## src/hdl/wpts_pkg.sv

```systemverilog
// Shared types, constants and codes of the windowed phase timing statistics block.
`default_nettype none

package wpts_pkg;

   localparam int PHASES     = 32;
   localparam int RESULT_CAP = 32;
   localparam int EMIT_COUNT = (PHASES < RESULT_CAP) ? PHASES : RESULT_CAP;
   localparam int IDX_W      = (EMIT_COUNT > 1) ? $clog2(EMIT_COUNT) : 1;

   localparam int CSR_IDX_W  = 1;
   localparam int CSR_DATA_W = 16;

   localparam logic [CSR_IDX_W-1:0] CSR_ENABLE        = 1'b0;
   localparam logic [CSR_IDX_W-1:0] CSR_WINDOW_FRAMES = 1'b1;

   localparam logic [15:0] WINDOW_FRAMES_RESET = 16'd600;

   localparam logic OP_SAMPLE = 1'b0;
   localparam logic OP_TICK   = 1'b1;

   typedef enum logic [0:0] {
      ST_IDLE,
      ST_EMIT
   } state_type;

   typedef struct packed {
      logic [63:0] total;
      logic [63:0] peak;
      logic [31:0] calls;
   } stat_type;

   typedef struct packed {
      logic        clear;
      logic        shift;
      logic        wr_en;
      logic [63:0] duration;
   } cell_ctrl_type;

endpackage

`default_nettype wire

```

## src/hdl/wpts_cell.sv

```systemverilog
// One phase statistics cell: saturating total, peak and call count, shifts to its neighbor.
`default_nettype none

module wpts_cell (
   input  wire                      clock,
   input  wire                      reset,
   input  wpts_pkg::cell_ctrl_type  ctrl,
   input  wire                      hit,
   input  wpts_pkg::stat_type       next_stat,
   output wpts_pkg::stat_type       stat
);
   import wpts_pkg::*;

   stat_type    stat_ff;
   stat_type    stat_in;
   logic [64:0] sum;

   always_comb begin
      sum     = {1'b0, stat_ff.total} + {1'b0, ctrl.duration};
      stat_in = stat_ff;
      if (ctrl.clear) begin
         stat_in = '0;
      end else if (ctrl.shift) begin
         stat_in = next_stat;
      end else if (ctrl.wr_en && hit) begin
         // saturate the total, keep the peak, saturate the count
         stat_in.total = sum[64] ? {64{1'b1}} : sum[63:0];
         if (ctrl.duration > stat_ff.peak) begin
            stat_in.peak = ctrl.duration;
         end
         if (stat_ff.calls != {32{1'b1}}) begin
            stat_in.calls = stat_ff.calls + 32'd1;
         end
      end
   end

   always_ff @(posedge clock) begin
      if (reset) begin
         stat_ff <= '0;
      end else begin
         stat_ff <= stat_in;
      end
   end

   assign stat = stat_ff;

endmodule

`default_nettype wire

```

## config.mk

```make
export PLATFORM = sky130hd
export DESIGN_NAME = wpts_cell
export DESIGN_NICKNAME = d
export VERILOG_FILES = /design/src/hdl/wpts_pkg.sv /design/src/hdl/wpts_cell.sv
export SDC_FILE = /design/constraint.sdc
export NUM_CORES = 1
export LEC_CHECK = 0
export ABC_AREA = 1
export BUFFER_PORTS_ARGS = -buffer_cell sky130_fd_sc_hd__buf_4
export CAP_MARGIN = 40
export CORE_MARGIN = 2
export CORE_UTILIZATION = 59
export DETAILED_ROUTE_END_ITERATION = 10
export HOLD_SLACK_MARGIN = 0.02
export PLACE_DENSITY = 0.92
export REMOVE_ABC_BUFFERS = 1
export SYNTH_ARGS = -nofsm -noshare
export SYNTH_HDL_FRONTEND = slang
export SYNTH_SLANG_ARGS = --single-unit
```

## constraint.sdc

```tcl
create_clock -name clock -period 6.13 [get_ports clock]
set_clock_uncertainty 0.1 [all_clocks]
set_input_delay 0.3065 -clock clock [delete_from_list [all_inputs] [get_ports clock]]
set_output_delay 0.3065 -clock clock [all_outputs]
set_load 0.02 [all_outputs]
```

Word level (Yosys, flattened, before mapping)
Index checks and enable logic that the tools add are counted.
{"block": "totals", "reg_bits": 160, "inputBits": 230, "out_inout_bits": 160, "word_cells": 19}
{"block": "classes", "add_sub_neg": 2, "magnitude_cmp": 1, "eq_ne": 1, "n_mux": 5, "n_reduce_logical": 7}
{"operator": "160-bit 2-to-1 mux", "n": 2}
{"operator": "64-bit 2-to-1 mux", "n": 2}
{"operator": "64-bit by 64-bit adder with 65-bit output", "n": 1}
{"operator": "64-bit > comparator", "n": 1}
{"operator": "32-bit by 1-bit adder with 32-bit output, second input constant", "n": 1}
{"operator": "32-bit 2-to-1 mux", "n": 1}
{"operator": "32-bit inequality test, second input constant", "n": 1}
{"operator": "2-bit nonzero test", "n": 3}
{"operator": "2-bit AND reduction", "n": 2}
{"operator": "2-bit OR reduction", "n": 1}
{"operator": "1-bit logical AND", "n": 1}

Depth between registers and ports, before layout
{"block": "depth", "ltp_word": 4, "ltp_mapped": 21, "depth_no_buf": 20}

Worst setup path after synthesis
No wires, ideal clock.
{"block": "synth_path", "path_type": "reg2reg", "from": "register stat_ff (netlist bit stat[96])", "to": "register stat_ff (netlist bit stat[156])", "setup_time_ps": 119, "arrival_time_ps": 2224, "required_ps": 5911, "path_slack_ps": 3687, "path_stages_with_launch": 20, "n_path_buf": 1, "period_less_slack_ps": 2443, "cell_sequence": "dfxtp_1 ha_1 fa_1 nand2_1 nand2_1 nand3_2 nand2_2 nand2_1 nand2_2 nand2_2 nand2_4 nand2_4 nand2_4 nand2_8 nand2_8 inv_2 buf_6 nand2_1 nor2_1 nor2_2"}
{"block": "synth_via", "elab_chain_len": 4}
{"item": "from (decl)", "line_no": "wpts_cell.sv:14", "rtl": "stat_type stat_ff;"}
{"item": "from (signal assigned)", "line_no": "wpts_cell.sv:41", "rtl": "stat_ff <= stat_in;"}
{"item": "64-bit by 64-bit adder with 65-bit output", "line_no": "wpts_cell.sv:19", "rtl": "sum = {1'b0, stat_ff.total} + {1'b0, ctrl.duration};"}
{"item": "64-bit 2-to-1 mux", "line_no": "wpts_cell.sv:27", "rtl": "stat_in.total = sum[64] ? {64{1'b1}} : sum[63:0];"}
{"item": "160-bit 2-to-1 mux", "line_no": "wpts_cell.sv:25", "rtl": "end else if (ctrl.wr_en && hit) begin"}
{"item": "160-bit 2-to-1 mux", "line_no": "wpts_cell.sv:23", "rtl": "end else if (ctrl.shift) begin"}
Every way passes these cells. The select of a mux whose other input is x is not followed.
A chain may end at the register's enable or synchronous reset.

Final worst setup path
{"block": "layout_path", "from": "register stat_ff (netlist bit stat[62])", "to": "register stat_ff (netlist bit stat[58])"}
{"block": "layout_via", "elab_chain_len": 3}
{"item": "64-bit > comparator", "line_no": "wpts_cell.sv:28", "rtl": "if (ctrl.duration > stat_ff.peak) begin"}
{"item": "2-bit nonzero test (no line)"}
{"item": "2-bit AND reduction (no line)"}
Every way passes these cells.

==> flow_metrics.tcl <==
set metrics [dict create \
    drc 0 \
    hp-start "next_stat[99]" \
    start_kind "flop" \
    worst_slack_ns 2.80 \
    clkTransAtPathRegs_ns 0.07 \
    rsz0062_at_grt "false" \
    track_usage 0.405 \
    via_per_inst 5.56 \
    gp_congestion 1.04 \
    clock_latency_ns 0.44 \
    reg2reg_depth 16 \
    irDropWorstVdd_mv 0.174 \
    fmax_mhz 300 \
    path_class "reg2reg" \
    r2r-start "stat[62]" \
    start_util 0.595 \
    root_buffer "clkbuf_16" \
    synth_top_family_by_area "simple AND/OR/NAND/NOR gates" \
    wl_mm 57.0 \
    finalCritPeriodShare 0.543 \
    post_drt_wl_per_cell_microns 17.3 \
    ioPinCount 390 \
    cap_violations 0 \
    row_count 59 \
    place_ws_ns 2.68 \
    yosysTopAreaCell "nand2_1" \
    async_reset_ff_frac 0 \
    fin_crit_ns 3.33 \
    relSlewSlack 0.384 \
    critPathRequiredTime_ns 6.36 \
    stdcell_count 3301 \
    yosys_warnings 0 \
    tns_ns 0 \
    hp-class "in2reg" \
    grt-ovfl-total 0 \
    cts.path.max_buffers 2 \
    antenna_cells 0 \
    drt_iter0_drc 1747 \
    power.density_mw_per_mm2 182 \
    ys_top_cells_by_area "nand2_1 22%, dfxtp_1 21%, ha_1 11%" \
    place_hpwl_mm 45.4 \
    reg2reg_slack_ns 2.80 \
    numCtsBuffers 17 \
    synth_compound_area_frac 0.120 \
    core_sq_mm 0.0258 \
    post_cts_buffers 0 \
    synth_top_area_frac 0.218 \
    yosys-mux-area-fraction 0.0411 \
    ys_seq_elements 160 \
    place.port_buffers 389 \
    outcome "complete, no violations" \
    synthSimpleGateAreaFrac 0.367 \
    ant_nets 0 \
    drive_gt1_frac 0.164 \
    synth_edf_count 0 \
    synth-main-ff-cell "dfxtp_1" \
    grt_max_degree 87 \
    cts.sinks 160 \
    placed_cells_incl_taps 3269 \
    vias 18351 \
    syn_area_sq_mm 0.0153 \
    antenna_found_initial 0 \
    hold_violations 0 \
    avgSynthCellArea_sq_um 5.87 \
    largest_reg_flops 160 \
    grt_pass1_vias 17254 \
    num-nets-final 3313 \
    utilization 0.738 \
    crit_arrival_ns 3.56 \
    die_area_sq_mm 0.0273 \
    synth-seq-area-share 0.209 \
    reg2reg_to "stat[58]" \
    worst_pin_slew_ns 0.923 \
    syn2layout_area_growth_pct 23.9 \
    slew_viol_final 0 \
    post_cts_resized 0 \
    min_path_cells 3 \
    leakage_uw 0.0103 \
    grt_pass1_wl_mm 86.9 \
    cts_tree "yes" \
    die_x_microns 165 \
    hold_buffers 0 \
    cp-end-kind "flop" \
    synth_cell_types 45 \
    synthAdderAreaFrac 0.107 \
    dr.pass1.iters 6 \
    crit_fanout 75 \
    fp.dieH_microns 165 \
    htreeDepth 4 \
    synth_xor_area_frac 0.0303 \
    syn_inst 2612 \
    min_to "stat[99]" \
    setup_viol 0 \
]
-- layout make-up --
type                    instances  area [sq um]
multi-input cells            1959         10200
repair buffers                396          2990
well taps                     335           419
clock inverters                13           140
fillers                      2150          6760
clock buffers                  19           453
flip-flops and latches        160          3200
inverters                     419          1570
-- power breakdown --
group | internal (uW) | switching, uW
clock network | 599 | 537
registers | 1090 | 57.5
logic | 449 | 715
-- metal layers --
| layer | share of wire | global-route usage |
|---|---|---|
| met1 | 0.40 | 0.483 |
| met2 | 0.47 | 0.706 |
| met3 | 0.084 | 0.0674 |
| met4 | 0.045 | 0.192 |
| met5 | 0 | 0 |
-- cell families after synthesis --
kind of cell    after synthesis
mux                          63
flops                       160
simple gates               1394
compound gates              319
fa+ha+maj                   130
xor+xnor                     53
buf+inv                     493
-- how the worst max path moves through the flow --
stage	startpoint	cells past startpoint	slack, ns	end
after CTS	stat[0]	10	2.92	stat[13]
after global routing	stat[62]	16	2.62	stat[60]
after floorplan	reset	3	0.13	stat[10]
after detailed placement	ctrl[65]	7	2.68	stat[11]
after global placement	ctrl[65]	8	2.82	stat[18]
final	stat[62]	16	2.80	stat[58]
-- metrics by stage --
step	instance area, sq um	hold slack (ns)	total power (uW)
5_1_grt	19000	0.0444	3610
3_3_place_gp	18400	0.371	2270
3_5_place_dp	18400	0.380	2310
6_report	19000	0.0298	3450
2_1_floorplan	15000	0.365	1860
4_1_cts	19000	0.0307	3430
-- cells in the mapped netlist (all sizes together), types with 4 or more instances --
cell	n
a211oi	5
buf	31
a21oi	151
o21a	4
nand4	22
o221a	6
o211ai	9
xnor2	31
and2	4
nor3	19
nor4	6
or2	10
clkbuf	43
ha	129
nor2	320
inv	419
xor2	22
o21bai	12
a311oi	6
mux2i	63
a21o	5
o221ai	19
o21ai	87
nand3	104
dfxtp	160
nand2	906
a31oi	14
-- worst max-delay path: stages, from the launching register on --
cell and delay [ns]:
dfxtp_1 0.45, inv_1 0.09, ha_1 0.31, nand2_1 0.09
nor2_1 0.14, nand2_1 0.09, nor2_1 0.35, nand2_1 0.10
nand2_1 0.06, nand2_1 0.05, nand2_1 0.05, nand2_1 0.17
nand2_4 0.50, buf_16 0.33, nand2_1 0.10, nand2_1 0.08
nor2_1 0.05
-- cell usage in the layout (no fill, tap or decap), types with 3 or more instances in the layout --
master	instances
nor2_2	11
a21oi_2	3
o221a_2	6
nand3_1	103
o221ai_1	19
inv_1	411
nor2_1	307
o21a_1	4
nor4_1	6
nand2_1	891
inv_8	3
o21bai_1	12
o211ai_1	9
nor3_2	3
nand4_1	22
nand2_2	9
a31oi_1	14
inv_2	8
and2_1	4
a21o_1	5
inv_6	5
buf_4	395
xor2_1	22
a211oi_1	5
clkbuf_16	17
nand2_4	4
ha_1	129
a21oi_1	148
xnor2_1	31
dfxtp_1	160
nor3_1	16
or2_2	10
o21ai_0	79
o21ai_1	8
mux2i_1	63
a311oi_1	6
No activity file was read; power rests on OpenSTA's default activity.
